`config.mk`:
```
export PLATFORM = sky130hd
export DESIGN_NAME = keeloq_cipher_unit_top_flat
export DESIGN_NICKNAME = d
export VERILOG_FILES = /design/src/design/kcu_pkg.sv /design/src/design/kcu_if.sv /design/src/design/keeloq_cipher_unit_top.sv /design/src/design/kcu_cfg_regs.sv /design/src/design/kcu_datapath.sv /design/src/design/kcu_ctrl.sv /design/src/flat_wrapper.sv
export SDC_FILE = /design/constraint.sdc
export NUM_CORES = 1
export LEC_CHECK = 0
export CORE_ASPECT_RATIO = 0.75
export CORE_MARGIN = 2
export CORE_UTILIZATION = 45
export DETAILED_ROUTE_END_ITERATION = 7
export DONT_BUFFER_PORTS = 1
export GPL_TIMING_DRIVEN = 0
export SLEW_MARGIN = 20
export SYNTH_ARGS = -nofsm -noshare
export SYNTH_HDL_FRONTEND = slang
export SYNTH_SLANG_ARGS = --single-unit
```
`constraint.sdc`:
```
create_clock -name clk_i -period 21.2 [get_ports clk_i]
set_input_delay 3.18 -clock clk_i [delete_from_list [all_inputs] [get_ports clk_i]]
set_output_delay 3.18 -clock clk_i [all_outputs]
set_load 0.01 [all_outputs]
```
`src/design/kcu_pkg.sv`:
```
// Shared types and constants for the KeeLoq cipher unit.
// No dependencies; every other design file but kcu_if imports this package.
package kcu_pkg;

  // Command codes carried by the input item
  typedef enum logic [1:0] {
    CMD_ENCRYPT       = 2'd0,
    CMD_DECRYPT       = 2'd1,
    CMD_NORMAL_KEYGEN = 2'd2,
    CMD_SECURE_KEYGEN = 2'd3
  } kcu_cmd_e;

  // Register indexes (byte address = 8 * index)
  localparam logic [1:0] REG_CIPHER_KEY  = 2'd0;
  localparam logic [1:0] REG_ROUND_COUNT = 2'd1;
  localparam logic [1:0] REG_NLF_TABLE   = 2'd2;

  localparam int unsigned AddrWidth = 5;

  // Register reset values
  localparam logic [63:0] CIPHER_KEY_RST  = 64'h0;
  localparam logic [15:0] ROUND_COUNT_RST = 16'd528;
  localparam logic [31:0] NLF_TABLE_RST   = 32'h3A5C742E;

  // Key generation constants
  localparam logic [15:0] KEYGEN_ROUNDS   = 16'd528;
  localparam logic [31:0] SERIAL_MASK     = 32'h0fffffff;
  localparam logic [31:0] NORMAL_LOW_TAG  = 32'h20000000;
  localparam logic [31:0] NORMAL_HIGH_TAG = 32'h60000000;

  // Decrypt walks the key from bit 15 downward, modulo 64
  localparam logic [5:0] DEC_KEY_START = 6'd15;
  localparam logic [5:0] ENC_KEY_START = 6'd0;

  // Controller to datapath commands
  typedef struct packed {
    logic load;      // capture an accepted item, set up the first pass
    logic second;    // set up the second key generation pass
    logic step;      // run one cipher round
    logic out_load;  // write the result into the output register
  } kcu_ctrl_cmd_t;

  // Datapath to controller status
  typedef struct packed {
    logic cnt_zero;  // no rounds left in the current pass
    logic keygen;    // current item is a key generation command
  } kcu_dp_status_t;

endpackage

```
`src/design/kcu_if.sv`:
```
// Valid/ready channel interfaces for the KeeLoq cipher unit.
// Input channel carries the command item, output channel the result item.
interface kcu_in_if;
  logic        valid;
  logic        ready;
  logic [1:0]  command;
  logic [31:0] block_in;
  logic [31:0] serial_in;

  modport source (output valid, output command, output block_in, output serial_in,
                  input ready);
  modport sink   (input valid, input command, input block_in, input serial_in,
                  output ready);
endinterface

interface kcu_out_if;
  logic        valid;
  logic        ready;
  logic [31:0] block_out;
  logic [63:0] derived_key;

  modport source (output valid, output block_out, output derived_key, input ready);
  modport sink   (input valid, input block_out, input derived_key, output ready);
endinterface

```
`src/design/keeloq_cipher_unit_top.sv`:
```
// KeeLoq cipher unit: 32-bit block cipher with encrypt, decrypt and key generation.
// Depends on kcu_pkg, kcu_if, kcu_cfg_regs, kcu_ctrl and kcu_datapath.
//
// Usage:
//   The input channel (in_i) takes one item: a command, a data block or seed,
//   and a serial number. The output channel (out_o) returns one result item per
//   input item: the cipher block, or the derived 64-bit key for key generation.
//   The APB port writes the 64-bit key, the round count and the NLF table at
//   byte addresses 0, 8 and 16; write it only while no item is in flight.
//   The shared NLFSR datapath runs one cipher round per cycle. Encrypt and
//   decrypt run round_count rounds; key generation runs two 528-round passes.
//   One item is worked on at a time and the next is accepted the cycle after
//   the result loads.
//   A finished result sits in the output register; the next item is accepted
//   while it waits. If the receiver stalls, a second finished result waits in
//   the datapath until the output register frees.
//   Reset clears the controller, empties the output register and restores the
//   registers to key 0, 528 rounds and NLF table 0x3A5C742E.
module keeloq_cipher_unit_top import kcu_pkg::*; (
  input  logic                 clk_i,
  input  logic                 rst_ni,
  kcu_in_if.sink               in_i,
  kcu_out_if.source            out_o,
  input  logic                 psel,
  input  logic                 penable,
  input  logic                 pwrite,
  input  logic [AddrWidth-1:0] paddr,
  input  logic [63:0]          pwdata,
  output logic [63:0]          prdata,
  output logic                 pready
);

  logic [63:0]    cipher_key;
  logic [15:0]    round_count;
  logic [31:0]    nlf_table;
  kcu_ctrl_cmd_t  ctrl_cmd;
  kcu_dp_status_t dp_status;

  kcu_cfg_regs u_cfg_regs (
    .clk_i         (clk_i),
    .rst_ni        (rst_ni),
    .psel          (psel),
    .penable       (penable),
    .pwrite        (pwrite),
    .paddr         (paddr),
    .pwdata        (pwdata),
    .prdata        (prdata),
    .pready        (pready),
    .cipher_key_o  (cipher_key),
    .round_count_o (round_count),
    .nlf_table_o   (nlf_table)
  );

  kcu_ctrl u_ctrl (
    .clk_i       (clk_i),
    .rst_ni      (rst_ni),
    .in_valid_i  (in_i.valid),
    .in_ready_o  (in_i.ready),
    .out_valid_o (out_o.valid),
    .out_ready_i (out_o.ready),
    .status_i    (dp_status),
    .cmd_o       (ctrl_cmd)
  );

  kcu_datapath u_datapath (
    .clk_i         (clk_i),
    .cmd_i         (ctrl_cmd),
    .status_o      (dp_status),
    .command_i     (in_i.command),
    .block_in_i    (in_i.block_in),
    .serial_in_i   (in_i.serial_in),
    .cipher_key_i  (cipher_key),
    .round_count_i (round_count),
    .nlf_table_i   (nlf_table),
    .block_out_o   (out_o.block_out),
    .derived_key_o (out_o.derived_key)
  );

endmodule

```
`src/design/kcu_cfg_regs.sv`:
```
// APB-style configuration registers: cipher key, round count, NLF table.
// Depends on kcu_pkg for register indexes and reset values.
module kcu_cfg_regs import kcu_pkg::*; (
  input  logic                 clk_i,
  input  logic                 rst_ni,
  input  logic                 psel,
  input  logic                 penable,
  input  logic                 pwrite,
  input  logic [AddrWidth-1:0] paddr,
  input  logic [63:0]          pwdata,
  output logic [63:0]          prdata,
  output logic                 pready,
  output logic [63:0]          cipher_key_o,
  output logic [15:0]          round_count_o,
  output logic [31:0]          nlf_table_o
);

  logic [63:0] cipher_key_q;
  logic [15:0] round_count_q;
  logic [31:0] nlf_table_q;
  logic        wr_en;
  logic [1:0]  reg_idx;

  assign pready  = 1'b1;
  assign wr_en   = psel & penable & pwrite;
  assign reg_idx = paddr[4:3];

  // Write on the access phase; addresses past the list are dropped
  always_ff @(posedge clk_i or negedge rst_ni) begin
    if (!rst_ni) begin
      cipher_key_q  <= CIPHER_KEY_RST;
      round_count_q <= ROUND_COUNT_RST;
      nlf_table_q   <= NLF_TABLE_RST;
    end else if (wr_en) begin
      case (reg_idx)
        REG_CIPHER_KEY:  cipher_key_q  <= pwdata;
        REG_ROUND_COUNT: round_count_q <= pwdata[15:0];
        REG_NLF_TABLE:   nlf_table_q   <= pwdata[31:0];
        default: ;
      endcase
    end
  end

  // Read back the addressed register
  always_comb begin
    case (reg_idx)
      REG_CIPHER_KEY:  prdata = cipher_key_q;
      REG_ROUND_COUNT: prdata = {48'h0, round_count_q};
      REG_NLF_TABLE:   prdata = {32'h0, nlf_table_q};
      default:         prdata = 64'h0;
    endcase
  end

  assign cipher_key_o  = cipher_key_q;
  assign round_count_o = round_count_q;
  assign nlf_table_o   = nlf_table_q;

endmodule

```
`src/design/kcu_datapath.sv`:
```
// KeeLoq datapath: NLFSR block register, key bit pointer, round counter,
// and the output payload register. Depends on kcu_pkg.
module kcu_datapath import kcu_pkg::*; (
  input  logic           clk_i,
  input  kcu_ctrl_cmd_t  cmd_i,
  output kcu_dp_status_t status_o,
  input  logic [1:0]     command_i,
  input  logic [31:0]    block_in_i,
  input  logic [31:0]    serial_in_i,
  input  logic [63:0]    cipher_key_i,
  input  logic [15:0]    round_count_i,
  input  logic [31:0]    nlf_table_i,
  output logic [31:0]    block_out_o,
  output logic [63:0]    derived_key_o
);

  logic [1:0]  cmd_q;
  logic [31:0] blk_q, blk_d;
  logic [31:0] sec_q;
  logic [31:0] lo_q;
  logic [15:0] cnt_q;
  logic [5:0]  kpos_q, kpos_d;
  logic [31:0] block_out_q;
  logic [63:0] derived_key_q;

  logic [31:0] ser_masked;
  logic [31:0] first_word;
  logic [31:0] second_word;
  logic [15:0] first_rounds;
  logic        in_decrypt;
  logic        run_decrypt;
  logic        run_keygen;
  logic [4:0]  nlf_idx;
  logic        key_bit;
  logic        new_bit;

  assign run_keygen  = (cmd_q == CMD_NORMAL_KEYGEN) || (cmd_q == CMD_SECURE_KEYGEN);
  assign run_decrypt = (cmd_q != CMD_ENCRYPT);

  // Select the words and round count for an incoming item
  assign ser_masked = serial_in_i & SERIAL_MASK;
  assign in_decrypt = (command_i != CMD_ENCRYPT);
  always_comb begin
    case (command_i)
      CMD_NORMAL_KEYGEN: begin
        first_word   = ser_masked | NORMAL_LOW_TAG;
        second_word  = ser_masked | NORMAL_HIGH_TAG;
        first_rounds = KEYGEN_ROUNDS;
      end
      CMD_SECURE_KEYGEN: begin
        first_word   = block_in_i;
        second_word  = ser_masked;
        first_rounds = KEYGEN_ROUNDS;
      end
      default: begin
        first_word   = block_in_i;
        second_word  = ser_masked;
        first_rounds = round_count_i;
      end
    endcase
  end

  // One cipher round in either direction
  assign key_bit = cipher_key_i[kpos_q];
  always_comb begin
    if (run_decrypt) begin
      nlf_idx = {blk_q[30], blk_q[25], blk_q[19], blk_q[8], blk_q[0]};
      new_bit = key_bit ^ blk_q[31] ^ blk_q[15] ^ nlf_table_i[nlf_idx];
      blk_d   = {blk_q[30:0], new_bit};
      kpos_d  = kpos_q - 6'd1;
    end else begin
      nlf_idx = {blk_q[31], blk_q[26], blk_q[20], blk_q[9], blk_q[1]};
      new_bit = key_bit ^ blk_q[16] ^ blk_q[0] ^ nlf_table_i[nlf_idx];
      blk_d   = {new_bit, blk_q[31:1]};
      kpos_d  = kpos_q + 6'd1;
    end
  end

  // Load, reload for the second pass, or advance one round
  always_ff @(posedge clk_i) begin
    if (cmd_i.load) begin
      cmd_q  <= command_i;
      blk_q  <= first_word;
      sec_q  <= second_word;
      cnt_q  <= first_rounds;
      kpos_q <= in_decrypt ? DEC_KEY_START : ENC_KEY_START;
    end else if (cmd_i.second) begin
      lo_q   <= blk_q;
      blk_q  <= sec_q;
      cnt_q  <= KEYGEN_ROUNDS;
      kpos_q <= DEC_KEY_START;
    end else if (cmd_i.step) begin
      blk_q  <= blk_d;
      cnt_q  <= cnt_q - 16'd1;
      kpos_q <= kpos_d;
    end
  end

  // Hold the finished result until the receiver takes it
  always_ff @(posedge clk_i) begin
    if (cmd_i.out_load) begin
      block_out_q   <= run_keygen ? 32'h0 : blk_q;
      derived_key_q <= run_keygen ? {blk_q, lo_q} : 64'h0;
    end
  end

  assign status_o.cnt_zero = (cnt_q == 16'd0);
  assign status_o.keygen   = run_keygen;
  assign block_out_o       = block_out_q;
  assign derived_key_o     = derived_key_q;

endmodule

```
`src/design/kcu_ctrl.sv`:
```
// KeeLoq controller: sequences accept, round passes and result hand-off.
// Depends on kcu_pkg for the command and status structs.
module kcu_ctrl import kcu_pkg::*; (
  input  logic           clk_i,
  input  logic           rst_ni,
  input  logic           in_valid_i,
  output logic           in_ready_o,
  output logic           out_valid_o,
  input  logic           out_ready_i,
  input  kcu_dp_status_t status_i,
  output kcu_ctrl_cmd_t  cmd_o
);

  localparam logic [1:0] ST_IDLE   = 2'd0;
  localparam logic [1:0] ST_RUN    = 2'd1;
  localparam logic [1:0] ST_FINISH = 2'd2;

  logic [1:0] state_q, state_d;
  logic       second_q, second_d;
  logic       out_valid_q, out_valid_d;
  logic       accept;
  logic       out_free;

  assign in_ready_o = (state_q == ST_IDLE);
  assign accept     = in_valid_i & in_ready_o;
  assign out_free   = ~out_valid_q | out_ready_i;

  // Next state and datapath commands
  always_comb begin
    state_d  = state_q;
    second_d = second_q;
    cmd_o    = '0;
    case (state_q)
      ST_IDLE: begin
        if (accept) begin
          cmd_o.load = 1'b1;
          second_d   = 1'b0;
          state_d    = ST_RUN;
        end
      end
      ST_RUN: begin
        if (!status_i.cnt_zero) begin
          cmd_o.step = 1'b1;
        end else if (status_i.keygen && !second_q) begin
          cmd_o.second = 1'b1;
          second_d     = 1'b1;
        end else begin
          state_d = ST_FINISH;
        end
      end
      ST_FINISH: begin
        if (out_free) begin
          cmd_o.out_load = 1'b1;
          state_d        = ST_IDLE;
        end
      end
      default: state_d = ST_IDLE;
    endcase
  end

  // Set valid on load, drop it once the item is taken
  always_comb begin
    if (cmd_o.out_load) begin
      out_valid_d = 1'b1;
    end else if (out_ready_i) begin
      out_valid_d = 1'b0;
    end else begin
      out_valid_d = out_valid_q;
    end
  end

  always_ff @(posedge clk_i or negedge rst_ni) begin
    if (!rst_ni) begin
      state_q     <= ST_IDLE;
      second_q    <= 1'b0;
      out_valid_q <= 1'b0;
    end else begin
      state_q     <= state_d;
      second_q    <= second_d;
      out_valid_q <= out_valid_d;
    end
  end

  assign out_valid_o = out_valid_q;

  a_accept_starts_first_pass: assert property (@(posedge clk_i) disable iff (!rst_ni)
    (in_valid_i && in_ready_o) |=> (state_q == ST_RUN && !second_q))
    else $error("accepted item did not start its first pass");

  a_second_pass_keygen_only: assert property (@(posedge clk_i) disable iff (!rst_ni)
    cmd_o.second |-> (status_i.keygen && !second_q && status_i.cnt_zero))
    else $error("second pass outside key generation");

  a_result_valid_after_load: assert property (@(posedge clk_i) disable iff (!rst_ni)
    cmd_o.out_load |=> (out_valid_o && state_q == ST_IDLE))
    else $error("result load did not raise valid");

endmodule

```
`src/flat_wrapper.sv`:
```
// flat-port wrapper written by rule: the top's interface ports become plain ports
module keeloq_cipher_unit_top_flat import kcu_pkg::*;
  (clk_i, rst_ni, psel, penable, pwrite, paddr, pwdata, prdata, pready, in_i_valid, in_i_command, in_i_block_in, in_i_serial_in, in_i_ready, out_o_valid, out_o_block_out, out_o_derived_key, out_o_ready);
  kcu_in_if in_i_i ();
  kcu_out_if out_o_i ();
  input  logic clk_i;
  input  logic rst_ni;
  input  logic psel;
  input  logic penable;
  input  logic pwrite;
  input  logic [AddrWidth-1:0] paddr;
  input  logic [63:0] pwdata;
  output logic [63:0] prdata;
  output logic pready;
  input wire logic [$bits(in_i_i.valid)-1:0] in_i_valid;
  input wire logic [$bits(in_i_i.command)-1:0] in_i_command;
  input wire logic [$bits(in_i_i.block_in)-1:0] in_i_block_in;
  input wire logic [$bits(in_i_i.serial_in)-1:0] in_i_serial_in;
  output wire logic [$bits(in_i_i.ready)-1:0] in_i_ready;
  output wire logic [$bits(out_o_i.valid)-1:0] out_o_valid;
  output wire logic [$bits(out_o_i.block_out)-1:0] out_o_block_out;
  output wire logic [$bits(out_o_i.derived_key)-1:0] out_o_derived_key;
  input wire logic [$bits(out_o_i.ready)-1:0] out_o_ready;
  assign in_i_i.valid = in_i_valid;
  assign in_i_i.command = in_i_command;
  assign in_i_i.block_in = in_i_block_in;
  assign in_i_i.serial_in = in_i_serial_in;
  assign in_i_ready = in_i_i.ready;
  assign out_o_valid = out_o_i.valid;
  assign out_o_block_out = out_o_i.block_out;
  assign out_o_derived_key = out_o_i.derived_key;
  assign out_o_i.ready = out_o_ready;
  keeloq_cipher_unit_top u_core (.clk_i(clk_i), .rst_ni(rst_ni), .in_i(in_i_i), .out_o(out_o_i), .psel(psel), .penable(penable), .pwrite(pwrite), .paddr(paddr), .pwdata(pwdata), .prdata(prdata), .pready(pready));
endmodule
```
==> metrics.txt, run 1 <==
# TYPE chip_impl_metric gauge
chip_impl_info{name="outcome",value="finished clean"} 1
chip_impl_metric{name="slew_headroom",unit=""} 0.303
chip_impl_info{name="grt_setup_unrepaired",value="false"} 1
chip_impl_metric{name="post_cts_clock_slew_at_the_launch_and_capture_registers_of_the_worst_setup_and_hold_paths",unit="ns"} 0.06
chip_impl_metric{name="drv_cap",unit=""} 0
chip_impl_metric{name="antenna_found_initial",unit=""} 2
chip_impl_metric{name="floorplan.rows",unit=""} 58
chip_impl_metric{name="crit_fanout",unit=""} 10
chip_impl_metric{name="starting_density",unit=""} 0.455
chip_impl_metric{name="dieArea",unit="um2"} 35300
chip_impl_metric{name="grt.total_usage",unit=""} 0.233
chip_impl_info{name="most_used_dff_post_synth",value="sky130_fd_sc_hd__edfxtp_1"} 1
chip_impl_info{name="critical_path.startpoint_type",value="primary input"} 1
chip_impl_metric{name="grt.met3_usage",unit=""} 0.0672
chip_impl_metric{name="cts_setup_buffers",unit=""} 0
chip_impl_metric{name="timing.final.max_slew_violations",unit=""} 0
chip_impl_metric{name="final_layout_size_suffix_gt1_frac",unit=""} 0.213
chip_impl_metric{name="detail_route.wl_per_cell",unit="um"} 24.6
chip_impl_metric{name="synthesis.yosys.warnings",unit=""} 0
chip_impl_metric{name="chipWidth",unit="um"} 216
chip_impl_metric{name="cts-buffers-inserted",unit=""} 37
chip_impl_info{name="global_route.peak_usage_layer",value="met1"} 1
chip_impl_metric{name="grt_start_max_net_pins",unit=""} 117
chip_impl_metric{name="htree_num_levels",unit=""} 2
chip_impl_metric{name="multi_input_comb_area",unit="um2"} 5530
chip_impl_metric{name="totalWireLength",unit="mm"} 41.1
chip_impl_metric{name="dp_hpwl",unit="mm"} 29.5
chip_impl_metric{name="async_flop_share",unit=""} 0.353
chip_impl_metric{name="clock_sink_count",unit=""} 329
chip_impl_metric{name="mappedNetlistNets",unit=""} 1287
chip_impl_metric{name="hold_violations",unit=""} 0
chip_impl_metric{name="layout_worst_path_cycle_share",unit=""} 0.386
chip_impl_metric{name="maximum_root_to_sink_buffer_count",unit=""} 3
chip_impl_metric{name="powerDensity",unit="nW/um2"} 126
chip_impl_metric{name="clk-insertion-delay-late",unit="ns"} 0.52
chip_impl_metric{name="hold_bufs_inserted_after_cts",unit=""} 0
chip_impl_info{name="clock_root_cell",value="sky130_fd_sc_hd__clkbuf_16"} 1
chip_impl_metric{name="global_route_wire_length_before_repair",unit="mm"} 61.2
chip_impl_metric{name="met1_usage",unit=""} 0.352
chip_impl_metric{name="fp.dieH",unit="um"} 163
chip_impl_metric{name="crit_arrival",unit="ns"} 5.01
chip_impl_metric{name="ios",unit=""} 305
chip_impl_metric{name="netlist_area",unit="um2"} 15200
chip_impl_metric{name="yosysSeqAreaShare",unit=""} 0.613
chip_impl_metric{name="total_power",unit="W"} 0.00215
chip_impl_metric{name="postSynthRegisterBits",unit=""} 329
chip_impl_metric{name="synth_edf_count",unit=""} 213
chip_impl_info{name="worstHoldPathType",value="register to register"} 1
chip_impl_info{name="layout.cells.most_common",value="sky130_fd_sc_hd__edfxtp_1"} 1
chip_impl_metric{name="tightest_hold_margin",unit="ns"} 0.453
chip_impl_metric{name="area_overhead_of_the_layout_relative_to_synthesis",unit="%"} 12.4
chip_impl_metric{name="final_antenna_net_count",unit=""} 0
chip_impl_info{name="cts_tree",value="yes"} 1
chip_impl_metric{name="nNetsFinal",unit=""} 1337
chip_impl_metric{name="port-buffer-count",unit=""} 0
chip_impl_metric{name="fillCellCount",unit=""} 2941
chip_impl_metric{name="num_vias",unit=""} 9304
chip_impl_metric{name="max_freq",unit="MHz"} 122
chip_impl_metric{name="report.final.setup_viol",unit=""} 0
chip_impl_metric{name="gr-usage-met2",unit=""} 0.333
chip_impl_metric{name="post_synth_inst_count",unit=""} 1139
chip_impl_metric{name="final.setup.tns",unit="ns"} 0
chip_impl_metric{name="grt.overflow.total",unit=""} 0
chip_impl_metric{name="post_synth_num_cell_types",unit=""} 57
chip_impl_metric{name="fin_util",unit=""} 0.512
chip_impl_metric{name="period_minus_slack",unit="ns"} 8.19
chip_impl_metric{name="drcViolationCount",unit=""} 0
chip_impl_metric{name="detail_route.first_pass.iterations",unit=""} 5
chip_impl_info{name="cp-end-kind",value="primary output"} 1
chip_impl_metric{name="cts_resized",unit=""} 0
chip_impl_metric{name="route.detailed.vias_per_inst",unit=""} 5.58
chip_impl_metric{name="skew",unit="ns"} 0.0156
chip_impl_info{name="critical_path_class",value="primary input to primary output"} 1
chip_impl_metric{name="drt_first_iter_violations",unit=""} 821
chip_impl_metric{name="fp.coreArea",unit="um2"} 33400
chip_impl_info{name="most-common-layout-cells",value="sky130_fd_sc_hd__edfxtp_1 (213), sky130_fd_sc_hd__mux2_2 (123), sky130_fd_sc_hd__nand2_1 (105)"} 1
chip_impl_metric{name="critical_path_required",unit="ns"} 18.02
chip_impl_metric{name="peakVddDrop",unit="uV"} 55.0
chip_impl_metric{name="first_global_vias",unit=""} 9166
chip_impl_metric{name="rd_place_congestion",unit=""} 0.806
chip_impl_metric{name="regArea",unit="um2"} 9320
chip_impl_metric{name="synthesis.area_per_instance",unit="um2"} 13.3
chip_impl_metric{name="static-leakage-power",unit="nW"} 6.39
chip_impl_metric{name="worst_max_slew_pin_slew",unit="ns"} 1.05
## kinds of logic (layout without fill, tap and decap cells)
family,Yosys count,in the layout,synth area share
XOR/XNOR,25,25,0.0144
other,1,4,0.000247
AND/OR/NAND/NOR,313,313,0.108
multiplexers,223,223,0.177
buffers and inverters,85,159,0.0247
AO/OA/AOI/OAI,157,157,0.0575
flip-flops,329,329,0.613
adder cells (fa/ha/maj),6,6,0.00543
## final cells by class
| class | instances | share of cell area |
|---|---|---|
| timing repair buffer | 11 | 0.00747 |
| clock buffer | 45 | 0.0584 |
| tap | 450 | 0.0329 |
| clock inverter | 18 | 0.00981 |
| sequential | 329 | 0.545 |
| multi-input combinational | 725 | 0.323 |
| inverter | 11 | 0.00242 |
| buffer | 74 | 0.0197 |
| antenna | 3 | 0.000439 |
## through the flow
| step | cells | setup slack (ns) | area [um2] |
|---|---|---|---|
| finish | 1666 | 13.01 | 17100 |
| global route | 1664 | 12.88 | 17100 |
| CTS | 1663 | 13.01 | 17100 |
| detailed placement | 1600 | 13.05 | 15900 |
| global placement | 1589 | 9.15 | 15800 |
| floorplan | 1139 | 13.29 | 15200 |
## critical path, cell delays in order
cell	delay (ns)
sky130_fd_sc_hd__clkbuf_1	0.43
sky130_fd_sc_hd__clkbuf_1	0.71
sky130_fd_sc_hd__mux2i_1	0.16
sky130_fd_sc_hd__o21ai_0	0.53
## sequential cells by signal, indices dropped and copies added, names as in the netlist, 6 cells and up
| name | count |
|---|---|
| u_core.u_cfg_regs.cipher_key_o | 64 |
| u_core.u_datapath.derived_key_o | 64 |
| u_core.u_cfg_regs.nlf_table_o | 32 |
| u_core.u_datapath.blk_q | 32 |
| u_core.u_datapath.block_out_o | 32 |
| u_core.u_datapath.lo_q | 32 |
| u_core.u_datapath.sec_q | 29 |
| u_core.u_cfg_regs.round_count_o | 16 |
| u_core.u_datapath.cnt_q | 16 |
| u_core.u_datapath.kpos_q | 6 |
## synthesized netlist by cell type (2+ instances only)
cell type	count	area, um2
sky130_fd_sc_hd__nor2_1	37	139
sky130_fd_sc_hd__o22ai_1	6	37.5
sky130_fd_sc_hd__nor3_1	6	30.0
sky130_fd_sc_hd__nor2b_1	31	194
sky130_fd_sc_hd__buf_1	4	15.0
sky130_fd_sc_hd__o32a_1	2	20.0
sky130_fd_sc_hd__a31oi_1	2	12.5
sky130_fd_sc_hd__dfrtp_1	98	2450
sky130_fd_sc_hd__buf_6	5	56.3
sky130_fd_sc_hd__xnor2_1	16	140
sky130_fd_sc_hd__nand2b_1	9	56.3
sky130_fd_sc_hd__edfxtp_1	213	6400
sky130_fd_sc_hd__nor4_1	4	25.0
sky130_fd_sc_hd__or3_1	3	18.8
sky130_fd_sc_hd__inv_2	2	7.51
sky130_fd_sc_hd__nor3b_1	2	15.0
sky130_fd_sc_hd__or4b_2	2	20.0
sky130_fd_sc_hd__a311o_1	4	40.0
sky130_fd_sc_hd__buf_2	8	40.0
sky130_fd_sc_hd__nand3b_1	2	15.0
sky130_fd_sc_hd__mux4_2	24	541
sky130_fd_sc_hd__clkbuf_1	54	203
sky130_fd_sc_hd__mux2_2	123	1390
sky130_fd_sc_hd__ha_1	5	62.6
sky130_fd_sc_hd__inv_1	9	33.8
sky130_fd_sc_hd__o21ai_1	11	55.1
sky130_fd_sc_hd__nand3_1	7	35.0
sky130_fd_sc_hd__o311ai_0	3	26.3
sky130_fd_sc_hd__dfstp_2	18	473
sky130_fd_sc_hd__o21ai_0	55	275
sky130_fd_sc_hd__nand2_1	105	394
sky130_fd_sc_hd__a32oi_1	2	17.5
sky130_fd_sc_hd__mux2i_1	76	761
sky130_fd_sc_hd__xor2_1	9	78.8
sky130_fd_sc_hd__and2_1	96	601
sky130_fd_sc_hd__a311oi_1	2	17.5
sky130_fd_sc_hd__buf_4	2	15.0
sky130_fd_sc_hd__a21oi_1	63	315
## final timing paths
| kind | from | endpoint | slack, ns | cells past startpoint |
|---|---|---|---|---|
| setup / recovery | paddr[3] | prdata[9] | 13.01 | 4 |
| hold / removal | u_core.u_datapath.blk_q[1] | u_core.u_datapath.lo_q[1] | 0.45 | 0 |
| setup reg to reg | u_core.u_datapath.cnt_q[7] | u_core.u_datapath.blk_q[16] | 17.82 | 11 |
| hold reg to reg | u_core.u_datapath.blk_q[1] | u_core.u_datapath.lo_q[1] | 0.45 | 0 |
| max in group asynchronous | rst_ni | u_core.u_cfg_regs.nlf_table_o[27] | 18.54 | 0 |
| min in group asynchronous | rst_ni | u_core.u_cfg_regs.round_count_o[6] | 2.36 | 0 |
## report_power, final
group	switching [W]	total [W]	internal [W]	leakage, nW
clock network	0.000256	0.000626	0.000370	0.562
registers	0.000140	0.000987	0.000847	3.42
logic	0.000272	0.000532	0.000261	2.41
## per-layer routing
| layer | part of all wire | wire (um) |
|---|---|---|
| met5 | 0 | 0 |
| met1 | 0.47 | 19400 |
| met3 | 0.077 | 3170 |
| met4 | 0.017 | 680 |
| met2 | 0.43 | 17800 |
Power figures use the tool's default switching activity.
==> run 2: changes to the inputs <==
clock period = 7.3 ns   (was 21.2 ns; I/O delays follow)
==> metrics.txt, run 2 (synthesized netlist as in run 1, its figures left out) <==
# TYPE chip_impl_metric gauge
chip_impl_metric{name="hold_bufs_inserted_after_cts",unit=""} 0
chip_impl_metric{name="period_minus_slack",unit="ns"} 4.02
chip_impl_metric{name="worst_max_slew_pin_slew",unit="ns"} 1.09
chip_impl_metric{name="num_vias",unit=""} 9247
chip_impl_metric{name="global_route_wire_length_before_repair",unit="mm"} 60.7
chip_impl_info{name="cts_tree",value="yes"} 1
chip_impl_info{name="critical_path_class",value="primary input to primary output"} 1
chip_impl_metric{name="area_overhead_of_the_layout_relative_to_synthesis",unit="%"} 11.7
chip_impl_info{name="layout.cells.most_common",value="sky130_fd_sc_hd__edfxtp_1"} 1
chip_impl_metric{name="final_cell_count_no_fill",unit=""} 1660
chip_impl_metric{name="dp_hpwl",unit="mm"} 29.2
chip_impl_metric{name="max_freq",unit="MHz"} 249
chip_impl_metric{name="skew",unit="ns"} 0.0193
chip_impl_metric{name="detail_route.wl_per_cell",unit="um"} 24.6
chip_impl_metric{name="drv_cap",unit=""} 0
chip_impl_metric{name="crit_fanout",unit=""} 10
chip_impl_metric{name="static-leakage-power",unit="nW"} 6.34
chip_impl_metric{name="peakVddDrop",unit="uV"} 159
chip_impl_metric{name="fp.dieH",unit="um"} 163
chip_impl_metric{name="route.detailed.vias_per_inst",unit=""} 5.57
chip_impl_metric{name="clk-insertion-delay-late",unit="ns"} 0.52
chip_impl_metric{name="drcViolationCount",unit=""} 0
chip_impl_info{name="outcome",value="finished clean"} 1
chip_impl_metric{name="grt.overflow.total",unit=""} 0
chip_impl_metric{name="report.final.setup_viol",unit=""} 0
chip_impl_metric{name="final_antenna_net_count",unit=""} 0
chip_impl_metric{name="grt_start_max_net_pins",unit=""} 117
chip_impl_metric{name="placedCellCount",unit=""} 1595
chip_impl_metric{name="chipWidth",unit="um"} 216
chip_impl_metric{name="cts_resized",unit=""} 0
chip_impl_metric{name="clock_sink_count",unit=""} 329
chip_impl_metric{name="slew_headroom",unit=""} 0.270
chip_impl_metric{name="cts_setup_buffers",unit=""} 0
chip_impl_metric{name="layout_worst_path_cycle_share",unit=""} 0.550
chip_impl_metric{name="grt.total_usage",unit=""} 0.231
chip_impl_metric{name="rd_place_congestion",unit=""} 0.811
chip_impl_metric{name="starting_density",unit=""} 0.455
chip_impl_info{name="worstHoldPathType",value="primary input to async pin"} 1
chip_impl_metric{name="timing.final.max_slew_violations",unit=""} 0
chip_impl_info{name="critical_path.startpoint_type",value="primary input"} 1
chip_impl_metric{name="port-buffer-count",unit=""} 0
chip_impl_metric{name="powerDensity",unit="nW/um2"} 360
chip_impl_metric{name="nNetsFinal",unit=""} 1330
chip_impl_info{name="cp-end-kind",value="primary output"} 1
chip_impl_metric{name="totalWireLength",unit="mm"} 40.8
chip_impl_info{name="clock_root_cell",value="sky130_fd_sc_hd__clkbuf_16"} 1
chip_impl_metric{name="floorplan.rows",unit=""} 58
chip_impl_metric{name="critical_path_required",unit="ns"} 6.20
chip_impl_info{name="most-common-layout-cells",value="sky130_fd_sc_hd__edfxtp_1 (213), sky130_fd_sc_hd__mux2_2 (123), sky130_fd_sc_hd__nand2_1 (105)"} 1
chip_impl_metric{name="crit_arrival",unit="ns"} 2.92
chip_impl_metric{name="drt_first_iter_violations",unit=""} 666
chip_impl_metric{name="total_power",unit="W"} 0.00611
chip_impl_metric{name="fp.coreArea",unit="um2"} 33400
chip_impl_metric{name="hold_violations",unit=""} 0
chip_impl_info{name="grt_setup_unrepaired",value="false"} 1
chip_impl_metric{name="post_cts_clock_slew_at_the_launch_and_capture_registers_of_the_worst_setup_and_hold_paths",unit="ns"} 0.06
chip_impl_metric{name="htree_num_levels",unit=""} 2
chip_impl_metric{name="maximum_root_to_sink_buffer_count",unit=""} 3
chip_impl_metric{name="dieArea",unit="um2"} 35300
chip_impl_metric{name="final_layout_size_suffix_gt1_frac",unit=""} 0.204
chip_impl_metric{name="antenna_found_initial",unit=""} 2
chip_impl_metric{name="ios",unit=""} 305
chip_impl_metric{name="detail_route.first_pass.iterations",unit=""} 5
chip_impl_metric{name="first_global_vias",unit=""} 9239
chip_impl_metric{name="cts-buffers-inserted",unit=""} 35
run 2: changes by cell type in the layout (fill, tap and decap cells not counted), sizes merged:
cell      before  now
clkinv        12    9
clkinvlp       3    1
bufinv         3    1
clkbuf       100  107
buf           30   25
diode          3    2
run 2: worst max-delay path, stage by stage:
cell	delay [ns]
sky130_fd_sc_hd__clkbuf_1	0.41
sky130_fd_sc_hd__clkbuf_1	0.70
sky130_fd_sc_hd__mux2i_1	0.15
sky130_fd_sc_hd__o21ai_0	0.56
run 2: area by class of cell:
type                    instances  area [um2]
clock buffers                  52        1000
repair buffers                  6         100
plain buffers                  74         339
fillers                      2923       16400
well taps                     450         563
multi-input cells             725        5540
flip-flops and latches        329        9320
inverters                      11        41.3
clock inverters                11        76.3
diodes                          2        5.00
run 2: worst paths after layout:
| check | startpoint | end | slack (ns) | depth (start not counted) |
|---|---|---|---|---|
| setup / recovery | paddr[3] | prdata[9] | 3.28 | 4 |
| hold / removal | rst_ni | u_core.u_cfg_regs.cipher_key_o[8] | 0.27 | 0 |
| setup reg to reg | u_core.u_datapath.cmd_q[1] | u_core.u_datapath.blk_q[28] | 4.03 | 6 |
| hold reg to reg | u_core.u_datapath.blk_q[0] | u_core.u_datapath.lo_q[0] | 0.44 | 0 |
| max in group asynchronous | rst_ni | u_core.u_cfg_regs.nlf_table_o[25] | 6.75 | 0 |
| min in group clk_i | u_core.u_datapath.blk_q[0] | u_core.u_datapath.lo_q[0] | 0.44 | 0 |
run 2: routing by layer:
layer,track usage,wire length (um),part of all wire
met1,0.352,19800,0.48
met2,0.333,17700,0.43
met3,0.0555,2690,0.066
met4,0.0526,655,0.016
met5,0,0,0
run 2: power breakdown:
group / switching (W) / internal [W] / total, W / leakage [nW]
combinational: 0.000781 / 0.000758 / 0.00154 / 2.40
clock: 0.000719 / 0.000988 / 0.00171 / 0.523
sequential: 0.000404 / 0.00246 / 0.00286 / 3.42
run 2: metrics by stage:
stage	setup TNS (ns)	worst slack, ns	cell area, um2	hold slack [ns]	util
floorplan	0	1.65	15200	0.421	-
global placement	-64.49	-1.20	15800	0.425	0.472
detailed placement	0	3.30	15900	0.428	0.476
CTS	0	3.28	17000	0.244	0.509
global route	0	3.11	17000	0.241	0.509
finish	0	3.28	17000	0.270	0.509
